===== src/rtl/csim_pkg.sv =====
package csim_pkg;

  localparam int CSIM_MAX_LEN = 1024;

  // Squared-norm accumulator width: one Q2.30 square plus growth for max_len terms.
  function automatic int csim_norm_width(input int max_len);
    return 31 + $clog2(max_len);
  endfunction

endpackage


===== src/rtl/cosine_similarity_engine.sv =====
// Streaming cosine similarity. Element pairs (x, y, Q1.15) arrive on the slave stream with
// tlast on the final pair; each pair is folded into a dot product and two squared norms by a
// single shared multiplier; ready stays low until the pair is folded in, so no new pair is
// taken meanwhile. After the last pair, unless a norm is zero, the block takes two integer
// square roots on one iterative unit, forms the norm product on the same multiplier and,
// unless the quotient would overflow, runs a 16-step restoring divide. The result is rounded
// to nearest Q1.15 and saturated to [-32768, 32767]; a zero norm gives 0 with tuser set.
// Accumulators are exact up to MAX_LEN pairs and wrap beyond. The next vector may start
// while a result still waits on the master side.
module cosine_similarity_engine
  import csim_pkg::*;
#(
  parameter int MAX_LEN = CSIM_MAX_LEN
) (
  input  logic        clk,
  input  logic        rst,
  input  logic        s_axis_tvalid,
  output logic        s_axis_tready,
  input  logic [31:0] s_axis_tdata,   // [15:0] x_elem, [31:16] y_elem
  input  logic        s_axis_tlast,
  output logic        m_axis_tvalid,
  input  logic        m_axis_tready,
  output logic [15:0] m_axis_tdata,   // [15:0] similarity
  output logic        m_axis_tuser    // [0] zero_norm
);

  localparam int NORM_W = csim_norm_width(MAX_LEN);
  localparam int DOT_W  = NORM_W + 1;
  localparam int ROOT_W = (NORM_W + 1) / 2;
  localparam int MUL_W  = ROOT_W + 1;
  localparam int PROD_W = 2 * MUL_W;
  localparam int D_W    = 2 * ROOT_W;
  localparam int DEN_W  = D_W + 1;
  localparam int NUM_W  = DOT_W + 17;
  localparam int HI_W   = NUM_W - 16;

  localparam logic [3:0] S_IDLE = 4'd0;
  localparam logic [3:0] S_MAC  = 4'd1;
  localparam logic [3:0] S_CHK  = 4'd2;
  localparam logic [3:0] S_SQX  = 4'd3;
  localparam logic [3:0] S_SQY  = 4'd4;
  localparam logic [3:0] S_MULD = 4'd5;
  localparam logic [3:0] S_NUM  = 4'd6;
  localparam logic [3:0] S_DIV  = 4'd7;
  localparam logic [3:0] S_OUT  = 4'd8;

  localparam logic [15:0] SIM_MAX = 16'h7FFF;
  localparam logic [15:0] SIM_MIN = 16'h8000;

  logic [3:0]               state;
  logic [3:0]               state_next;
  logic [1:0]               phase;
  logic [3:0]               cnt;

  logic signed [15:0]       xr;
  logic signed [15:0]       yr;
  logic                     lastr;

  logic [DOT_W-1:0]         dot_acc;
  logic [NORM_W-1:0]        norm_x_acc;
  logic [NORM_W-1:0]        norm_y_acc;

  logic signed [MUL_W-1:0]  mul_a;
  logic signed [MUL_W-1:0]  mul_b;
  logic signed [PROD_W-1:0] prod;

  logic [ROOT_W-1:0]        sx;
  logic [ROOT_W-1:0]        sy;
  logic                     sq_start;
  logic                     sq_done;
  logic [ROOT_W-1:0]        sq_root;
  logic [NORM_W-1:0]        sq_in;

  logic                     neg;
  logic                     zf;
  logic                     ovf;
  logic [DEN_W-1:0]         den;
  logic [DEN_W-1:0]         rem;
  logic [15:0]              nlo;
  logic [15:0]              q;

  logic [DOT_W-1:0]         mag;
  logic [NUM_W-1:0]         num;
  logic [HI_W-1:0]          hi;
  logic                     hi_ovf;
  logic [DEN_W:0]           div_trial;
  logic                     div_fits;
  logic                     zero_in;
  logic                     out_load;
  logic [15:0]              sim;

  csim_isqrt #(
    .NORM_W (NORM_W),
    .ROOT_W (ROOT_W)
  ) u_isqrt (
    .clk      (clk),
    .rst      (rst),
    .start    (sq_start),
    .radicand (sq_in),
    .done     (sq_done),
    .root     (sq_root)
  );

  assign s_axis_tready = (state == S_IDLE);
  assign zero_in       = (norm_x_acc == '0) || (norm_y_acc == '0);
  assign sq_in         = (state == S_CHK) ? norm_x_acc : norm_y_acc;
  assign sq_start      = ((state == S_CHK) && !zero_in) || ((state == S_SQX) && sq_done);
  assign out_load      = (state == S_OUT) && (!m_axis_tvalid || m_axis_tready);

  assign mag       = dot_acc[DOT_W-1] ? (~dot_acc + DOT_W'(1)) : dot_acc;
  assign num       = NUM_W'({mag, 16'h0000}) + NUM_W'(prod[D_W-1:0]);
  assign hi        = num[NUM_W-1:16];
  assign hi_ovf    = hi >= HI_W'({prod[D_W-1:0], 1'b0});
  assign div_trial = {rem, nlo[15]};
  assign div_fits  = div_trial >= {1'b0, den};

  always_comb begin
    mul_a = MUL_W'(xr);
    mul_b = MUL_W'(yr);
    if (state == S_MULD) begin
      mul_a = $signed({1'b0, sx});
      mul_b = $signed({1'b0, sy});
    end else if (phase == 2'd1) begin
      mul_b = MUL_W'(xr);
    end else if (phase == 2'd2) begin
      mul_a = MUL_W'(yr);
    end
  end

  always_comb begin
    if (zf) begin
      sim = '0;
    end else if (ovf) begin
      sim = neg ? SIM_MIN : SIM_MAX;
    end else if (neg) begin
      sim = (q > SIM_MIN) ? SIM_MIN : (~q + 16'd1);
    end else begin
      sim = (q > SIM_MAX) ? SIM_MAX : q;
    end
  end

  always_comb begin
    state_next = state;
    unique case (state)
      S_IDLE: if (s_axis_tvalid) state_next = S_MAC;
      S_MAC:  if (phase == 2'd3) state_next = lastr ? S_CHK : S_IDLE;
      S_CHK:  state_next = zero_in ? S_OUT : S_SQX;
      S_SQX:  if (sq_done) state_next = S_SQY;
      S_SQY:  if (sq_done) state_next = S_MULD;
      S_MULD: state_next = S_NUM;
      S_NUM:  state_next = hi_ovf ? S_OUT : S_DIV;
      S_DIV:  if (cnt == 4'd0) state_next = S_OUT;
      S_OUT:  if (out_load) state_next = S_IDLE;
      default: state_next = S_IDLE;
    endcase
  end

  always_ff @(posedge clk) begin
    if (rst) begin
      state         <= S_IDLE;
      phase         <= 2'd0;
      m_axis_tvalid <= 1'b0;
      dot_acc       <= '0;
      norm_x_acc    <= '0;
      norm_y_acc    <= '0;
    end else begin
      state <= state_next;
      phase <= (state == S_MAC) ? phase + 2'd1 : 2'd0;
      if (out_load) begin
        m_axis_tvalid <= 1'b1;
        dot_acc       <= '0;
        norm_x_acc    <= '0;
        norm_y_acc    <= '0;
      end else begin
        if (m_axis_tready) m_axis_tvalid <= 1'b0;
        if (state == S_MAC) begin
          case (phase)
            2'd1:    dot_acc    <= dot_acc + prod[DOT_W-1:0];
            2'd2:    norm_x_acc <= norm_x_acc + prod[NORM_W-1:0];
            2'd3:    norm_y_acc <= norm_y_acc + prod[NORM_W-1:0];
            default: ;
          endcase
        end
      end
    end
  end

  always_ff @(posedge clk) begin
    prod <= mul_a * mul_b;
    if (s_axis_tvalid && s_axis_tready) begin
      xr    <= s_axis_tdata[15:0];
      yr    <= s_axis_tdata[31:16];
      lastr <= s_axis_tlast;
    end
    if (state == S_CHK) begin
      zf  <= zero_in;
      ovf <= 1'b0;
      neg <= dot_acc[DOT_W-1];
    end
    if (state == S_SQX && sq_done) sx <= sq_root;
    if (state == S_SQY && sq_done) sy <= sq_root;
    if (state == S_NUM) begin
      den <= {prod[D_W-1:0], 1'b0};
      ovf <= hi_ovf;
      rem <= hi[DEN_W-1:0];
      nlo <= num[15:0];
      cnt <= 4'd15;
    end
    if (state == S_DIV) begin
      rem <= div_fits ? DEN_W'(div_trial - {1'b0, den}) : div_trial[DEN_W-1:0];
      q   <= {q[14:0], div_fits};
      nlo <= {nlo[14:0], 1'b0};
      cnt <= cnt - 4'd1;
    end
    if (out_load) begin
      m_axis_tdata <= sim;
      m_axis_tuser <= zf;
    end
  end

  a_zero_norm_sim: assert property (@(posedge clk) disable iff (rst)
    (m_axis_tvalid && m_axis_tuser) |-> (m_axis_tdata == 16'h0000))
    else $error("zero_norm result with nonzero similarity");

  a_clear_after_result: assert property (@(posedge clk) disable iff (rst)
    out_load |=> (dot_acc == '0 && norm_x_acc == '0 && norm_y_acc == '0))
    else $error("accumulators not cleared after result");

  a_sqrt_done_state: assert property (@(posedge clk) disable iff (rst)
    sq_done |-> (state == S_SQX || state == S_SQY))
    else $error("square root finished outside root states");

  a_div_remainder: assert property (@(posedge clk) disable iff (rst)
    (state == S_DIV) |-> (rem < den))
    else $error("divider remainder not below divisor");

endmodule


===== src/rtl/csim_isqrt.sv =====
module csim_isqrt #(
  parameter int NORM_W = 41,
  parameter int ROOT_W = 21
) (
  input  logic              clk,
  input  logic              rst,
  input  logic              start,
  input  logic [NORM_W-1:0] radicand,
  output logic              done,
  output logic [ROOT_W-1:0] root
);

  localparam int R2_W = 2 * ROOT_W;

  logic              busy;
  logic [NORM_W-1:0] rem;
  logic [R2_W-1:0]   root_acc;
  logic [R2_W-1:0]   bitv;
  logic [R2_W:0]     trial;
  logic              fits;

  assign trial = {1'b0, root_acc} + {1'b0, bitv};
  assign fits  = (R2_W + 1)'(rem) >= trial;
  assign root  = root_acc[ROOT_W-1:0];

  always_ff @(posedge clk) begin
    if (rst) begin
      busy <= 1'b0;
      done <= 1'b0;
    end else begin
      done <= 1'b0;
      if (start) begin
        busy <= 1'b1;
      end else if (busy && bitv[0]) begin
        busy <= 1'b0;
        done <= 1'b1;
      end
    end
  end

  always_ff @(posedge clk) begin
    if (start) begin
      rem      <= radicand;
      root_acc <= '0;
      bitv     <= R2_W'(1) << (R2_W - 2);
    end else if (busy) begin
      if (fits) begin
        rem      <= rem - trial[NORM_W-1:0];
        root_acc <= (root_acc >> 1) + bitv;
      end else begin
        root_acc <= root_acc >> 1;
      end
      bitv <= bitv >> 2;
    end
  end

endmodule

===== config.mk =====
export PLATFORM = sky130hd
export DESIGN_NAME = cosine_similarity_engine
export DESIGN_NICKNAME = d
export VERILOG_FILES = /design/src/rtl/csim_pkg.sv /design/src/rtl/cosine_similarity_engine.sv /design/src/rtl/csim_isqrt.sv
export SDC_FILE = /design/constraint.sdc
export NUM_CORES = 2
export LEC_CHECK = 0
export BUFFER_PORTS_ARGS = -buffer_cell sky130_fd_sc_hd__buf_4
export CORE_MARGIN = 2
export CORE_UTILIZATION = 45
export DETAILED_ROUTE_END_ITERATION = 12
export PLACE_DENSITY = 0.57
export SYNTH_ARGS = -nofsm -noshare
export SYNTH_HDL_FRONTEND = slang
export SYNTH_SLANG_ARGS = --single-unit

===== constraint.sdc =====
create_clock -name clk -period 11.2 [get_ports clk]
set_input_delay 1.12 -clock clk [delete_from_list [all_inputs] [get_ports clk]]
set_output_delay 1.12 -clock clk [all_outputs]
set_load 0.01 [all_outputs]

; Yosys cells after proc, flatten, opt, wreduce, memory -nomap -nowiden
; Cells that the tools add are included.
[classes]
n_mul = 1
eq_ne = 17
n_mux = 40
n_addsub = 12
order_cmp = 5
div = 0
n_shift = 0
bitwise_logic = 3
n_reduce_logical = 29
[op_table]
columns = cell, count
row1 = two-way mux 41 bit, 4
row2 = two-way mux 43 bit, 3
row3 = two-way mux 16 bit, 7
row4 = two-way mux 22 bit, 5
row5 = two-way mux 42 bit, 2
row6 = adder 41 bit, 2
row7 = logical NOT 41 bit, 2
row8 = adder 58 x 42 -> 59 bit, 1
row9 = greater-or-equal comparator 44 x 43 -> 1 bit, 1
row10 = adder 42 x 41 -> 43 bit, 1
row11 = greater-or-equal comparator 41 x 43 -> 1 bit, 1
row12 = greater-or-equal comparator 43 bit, 1
row13 = subtractor 43 bit, 1
row14 = adder 41 x 41 -> 42 bit, 1
row15 = adder 42 x 1 -> 42 bit (second input constant), 1
row16 = adder 42 bit, 1
row17 = multiplier 22 x 22 -> 42 bit, 1
row18 = inverter 42 bit, 1
row19 = subtractor 41 bit, 1
row20 = two-way mux 4 bit, 10
row21 = case mux 4 bit (9 select lines), 1
row22 = adder 16 x 1 -> 16 bit (second input constant), 1
row23 = equality test 4 x 3 -> 1 bit (second input constant), 4
row24 = > comparator 16 x 15 -> 1 bit (second input constant), 1
row25 = other kinds (22), 53
[word_totals]
latchBits = 0
romBits = 0
output_inout_bits = 19
in_bits = 37
ramBits = 0
regBits = 495
wordCells = 135
memories = 0

; Depth between registers and ports, before layout
[logic_depth]
word_depth = 7
depth_mapped = 36
depth_no_buf = 32

; By module
; From an unflattened synthesis, not the netlist that was laid out.
[hier_totals]
hier_cells = 6067
area_unflattened_um2 = 53039.6
[modules_own_cells]
columns = module, instances, seq_area_each_um2, cells_per_inst, area_per_inst_um2
row1 = cosine_similarity_engine, 1, 9939.5, 4945, 43884.6
row2 = csim_isqrt, 1, 2532.4, 1122, 9155.0

; Worst setup path before layout
; No wires, ideal clock.
[synth_path]
kind = flip-flop to flip-flop
start = register phase[0]
end = register prod[41]
n_path_buf = 3
path_stages_with_launch = 30
required_time_ps = 11079
setup_ps = 121
arrival_time_ps = 8039
period_less_slack_ps = 8159
path_slack_ps = 3041
cell_sequence = dfxtp_1 > ha_1 > clkbuf_1 > buf_1 > mux2i_1 > a21oi_1 > clkbuf_1 > nand2_1 > fa_1 > fa_1 > fa_1 > inv_1 > fa_1 > fa_1 > fa_1 > inv_1 > fa_1 > inv_1 > ha_1 > and4_1 > nand2_1 > nor3_1 > o21ai_0 > o211a_1 > a211o_1 > a31oi_1 > nand4_1 > nand4b_1 > a21oi_1 > xnor2_1
[synth_between]
elab_chain_cells = 5
word_cells_on_any_way = 8
classes_between = mul (1) / eq/ne (2) / mux (5)
[synth_lines]
columns = item, line_no
row1 = "start, declared", cosine_similarity_engine.sv:52  ; logic [1:0] phase;
row2 = "start signal, assigned", cosine_similarity_engine.sv:168  ; phase <= (state == S_MAC) ? phase + 2'd1 : 2'd0;
row3 = equality test 2 bit, cosine_similarity_engine.sv:125  ; end else if (phase == 2'd2) begin
row4 = two-way mux 22 bit, cosine_similarity_engine.sv:125
row5 = two-way mux 22 bit, cosine_similarity_engine.sv:123  ; end else if (phase == 2'd1) begin
row6 = two-way mux 22 bit, cosine_similarity_engine.sv:120  ; if (state == S_MULD) begin
row7 = multiplier 22 x 22 -> 42 bit *, cosine_similarity_engine.sv:189  ; prod <= mul_a * mul_b;
row8 = "end signal, assigned", cosine_similarity_engine.sv:189
row9 = "end, declared", cosine_similarity_engine.sv:65  ; logic signed [PROD_W-1:0] prod;
; Every way passes the cells marked *; elsewhere a longest branch is shown, timed or not.
; A chain may end at the register's enable or synchronous reset.

; Worst setup path after layout
[layout_path]
start = register state[0]
end = register prod[41]
[layout_between]
elab_chain_cells = 3
word_cells_on_any_way = 4
classes_between = mul (1) / eq/ne (1) / mux (2)
[layout_lines]
columns = item, line_no
row1 = "start, declared", cosine_similarity_engine.sv:50  ; logic [3:0] state;
row2 = "start signal, assigned", cosine_similarity_engine.sv:167  ; state <= state_next;
row3 = equality test 4 x 3 -> 1 bit *, cosine_similarity_engine.sv:120
row4 = two-way mux 22 bit, cosine_similarity_engine.sv:120
row5 = multiplier 22 x 22 -> 42 bit *, cosine_similarity_engine.sv:189
; Marked as above.

==> impl_metrics.py <==
metrics = {
    "worst_setup_path": {
        "r2r_slack_ns": 1.55,
        "slowest_stage": "o21ai_1",
        "cp-end-kind": "register",
        "critPathMostFrequentCell": "fa_1",
        "reg2reg_depth": 28,
        "path_class": "reg -> reg",
        "worstPathRequired_ns": 11.74,
        "crit_arrival_ns": 10.19,
        "max_stage_delay_ns": 1.04,
        "r2r-start": "state[0]$_SDFFE_PP0P_",
        "rr_endpoint": "prod[41]$_DFF_P_",
        "cp_max_fo": 59,
        "start_kind": "register",
    },
    "placement": {
        "portBuffers": 55,
        "hpwlAfterDp_mm": 127,
        "dp_slack_ns": 1.65,
        "gp_congestion": 0.990,
    },
    "timing": {
        "period_minus_slack_ns": 9.65,
        "tns_ns": 0,
        "max_slew_margin_pct": 14.2,
        "finalCritPeriodShare_pct": 86.2,
        "timing.fmax_ghz": 0.104,
        "rsz0062_at_grt": "false",
        "fin_worst_skew_ns": 0.0505,
        "final_hold_viol_count": 0,
        "max_slew.worst_pin.slew_ns": 1.28,
        "drv_slew": 0,
        "fin_ws_ns": 1.55,
        "setup_viol": 0,
    },
    "routing": {
        "routed_wl_mm": 166,
        "drc": 0,
        "dr_total_vias": 43392,
        "ant_nets": 0,
        "vias_per_cell": 5.72,
        "drt-initial-drc-count": 3621,
        "drtPass1Iterations": 6,
        "wl_per_cell_um": 21.9,
    },
    "cts": {
        "postCtsHoldBufs": 0,
        "cts_root_buffer": "clkbuf_16",
        "htree_levels": 2,
        "cts_buffers": 60,
        "cts_buffer_depth": 3,
        "cts_tree": "done",
        "post_cts_buffers": 0,
        "insertion_delay_ns": 0.71,
        "clock_sinks": 495,
        "cts-resized-gates": 0,
        "path_clk_slew_ns": 0.06,
    },
    "finish": {
        "antennaDiodeCount": 0,
        "drive_gt1_share_pct": 5.29,
        "fin_nets": 6991,
        "area_growth_pct": 8.20,
    },
    "floorplanning": {
        "die_h_um": 346,
        "die_w_um": 346,
        "start_util_pct": 45.3,
        "fp.coreArea_mm2": 0.116,
        "rows": 125,
        "ioPinCount": 56,
        "dieArea_mm2": 0.120,
    },
    "synthesis": {
        "yosys_register_bits": 495,
        "synthArstFlopShare_pct": 0,
        "synth.distinct_cells": 82,
        "synth_flop_cell": "edfxtp_1",
        "synth_top_area_share_pct": 18.7,
        "syn_nets": 7023,
        "syn-instance-count": 6043,
        "yosys-top-cells-area": "fa_1 19%, edfxtp_1 15%, ha_1 11%",
        "yosys_warnings": 0,
        "synth_edf_count": 256,
        "avgSynthCellArea_um2": 8.71,
        "syn_area_mm2": 0.0526,
        "yosys.area.top_type": "fa_1",
        "ys_seq_area_share_pct": 23.7,
    },
    "outcome": {
        "status": "completed",
    },
    "min_path": {
        "hp-class": "reg -> reg",
        "whs_path_depth": 2,
        "hold_end": "nlo[0]$_SDFFE_PP0P_",
        "worstHoldStart": "nlo[0]$_SDFFE_PP0P_",
    },
    "global_route": {
        "grt_overflow": 0,
        "grt_antenna_before_repair": 3,
        "grt_util_all_layers_pct": 27.5,
        "grt_pass1_wl_mm": 255,
        "grt_pass1_vias": 42213,
        "grt_max_degree": 76,
    },
    "run": {
        "drv_cap": 0,
    },
}
[placed cells by master, fill, tap and decap left out, types with 115 or more instances in the layout]
cell type / instances
nor2_1: 573
nand2_1: 729
xnor2_1: 230
o21ai_0: 291
ha_1: 452
edfxtp_1: 256
xor2_1: 115
buf_4: 141
a21o_1: 133
a21oi_1: 418
dfxtp_1: 238
fa_1: 491
mux2i_1: 121
inv_1: 647
[worst max-delay path: cells and delay by family (launching register included)]
kind                     cells  cell delay [ns]
AND/OR/NAND/NOR              8             2.01
AO/OA/AOI/OAI                6             2.26
buffers and inverters        5             0.70
adder cells (fa/ha/maj)      8             3.93
flip-flops                   1             0.46
XOR/XNOR                     1             0.12
[routing by layer]
metal	track usage [%]	vias up	routed length [um]
met1	38.7	21160	74700
li1	-	20607	-
met5	0	-	23
met4	9.43	4	6430
met2	43.4	1347	73700
met3	3.92	274	11200
[stage by stage]
stage	cells	area, um^2	utilization [%]	hold slack [ns]
floorplan	6043	52600	-	0.437
global placement	7473	54800	47.2	0.444
detailed placement	7473	54800	47.2	0.452
CTS	7587	56900	49.1	0.461
global route	7587	56900	49.1	0.500
finish	7587	56900	49.1	0.467
[worst max-delay path by stage]
stage,to,from,cells past startpoint
floorplan,prod[41]$_DFF_P_,phase[0]$_SDFF_PP0_,29
global placement,prod[40]$_DFF_P_,state[0]$_SDFFE_PP0P_,28
detailed placement,prod[40]$_DFF_P_,state[0]$_SDFFE_PP0P_,28
CTS,prod[40]$_DFF_P_,state[0]$_SDFFE_PP0P_,28
global route,prod[40]$_DFF_P_,state[0]$_SDFFE_PP0P_,28
finish,prod[41]$_DFF_P_,state[0]$_SDFFE_PP0P_,28
[synth_stat cells, types with 69 or more instances]
library cell and instances:
o21ai_0 300, a21oi_1 419, edfxtp_1 256, nand2_1 730, xnor2_1 230, nor3_1 80
o21a_1 79, nor2_1 576, xor2_1 115, a21o_1 133, a31oi_1 69, a211oi_1 81
mux2i_1 121, nand3_1 88, ha_1 452, inv_1 649, dfxtp_1 239, clkbuf_1 214
fa_1 491
[kinds of logic (layout without fill, tap and decap cells)]
group / Yosys count / in the layout / synth area share (%)
compound gates: 1368 / 1368 / 16.3
flops: 495 / 495 / 23.7
xor+xnor: 345 / 345 / 5.74
fa+ha+maj: 943 / 943 / 29.4
simple gates: 1877 / 1877 / 16.0
other cells: 1 / 1 / 0.00713
buf+inv: 884 / 904 / 6.33
mux: 130 / 130 / 2.49
[layout make-up]
cell class / instances / area, um^2
fillers: 11149 / 59100
multi-input cells: 4664 / 36900
flip-flops and latches: 495 / 12500
inverters: 649 / 2440
well taps: 1524 / 1910
clock buffers: 79 / 1700
repair buffers: 141 / 1060
clock inverters: 35 / 454
[flip-flops by register name, indices dropped and copies added (netlist names), 2 cells and up]
name / count
rem: 43
den: 42
dot_acc: 42
prod: 42
u_isqrt.root_acc: 42
norm_x_acc: 41
norm_y_acc: 41
u_isqrt.rem: 41
sx: 21
sy: 21
u_isqrt.bitv: 21
m_axis_tdata: 16
nlo: 16
q: 16
xr: 16
yr: 16
cnt: 4
state: 4
phase: 2
Power is not shown: default switching activity piles up to over one toggle a cycle in this logic, so the estimate is an artifact.
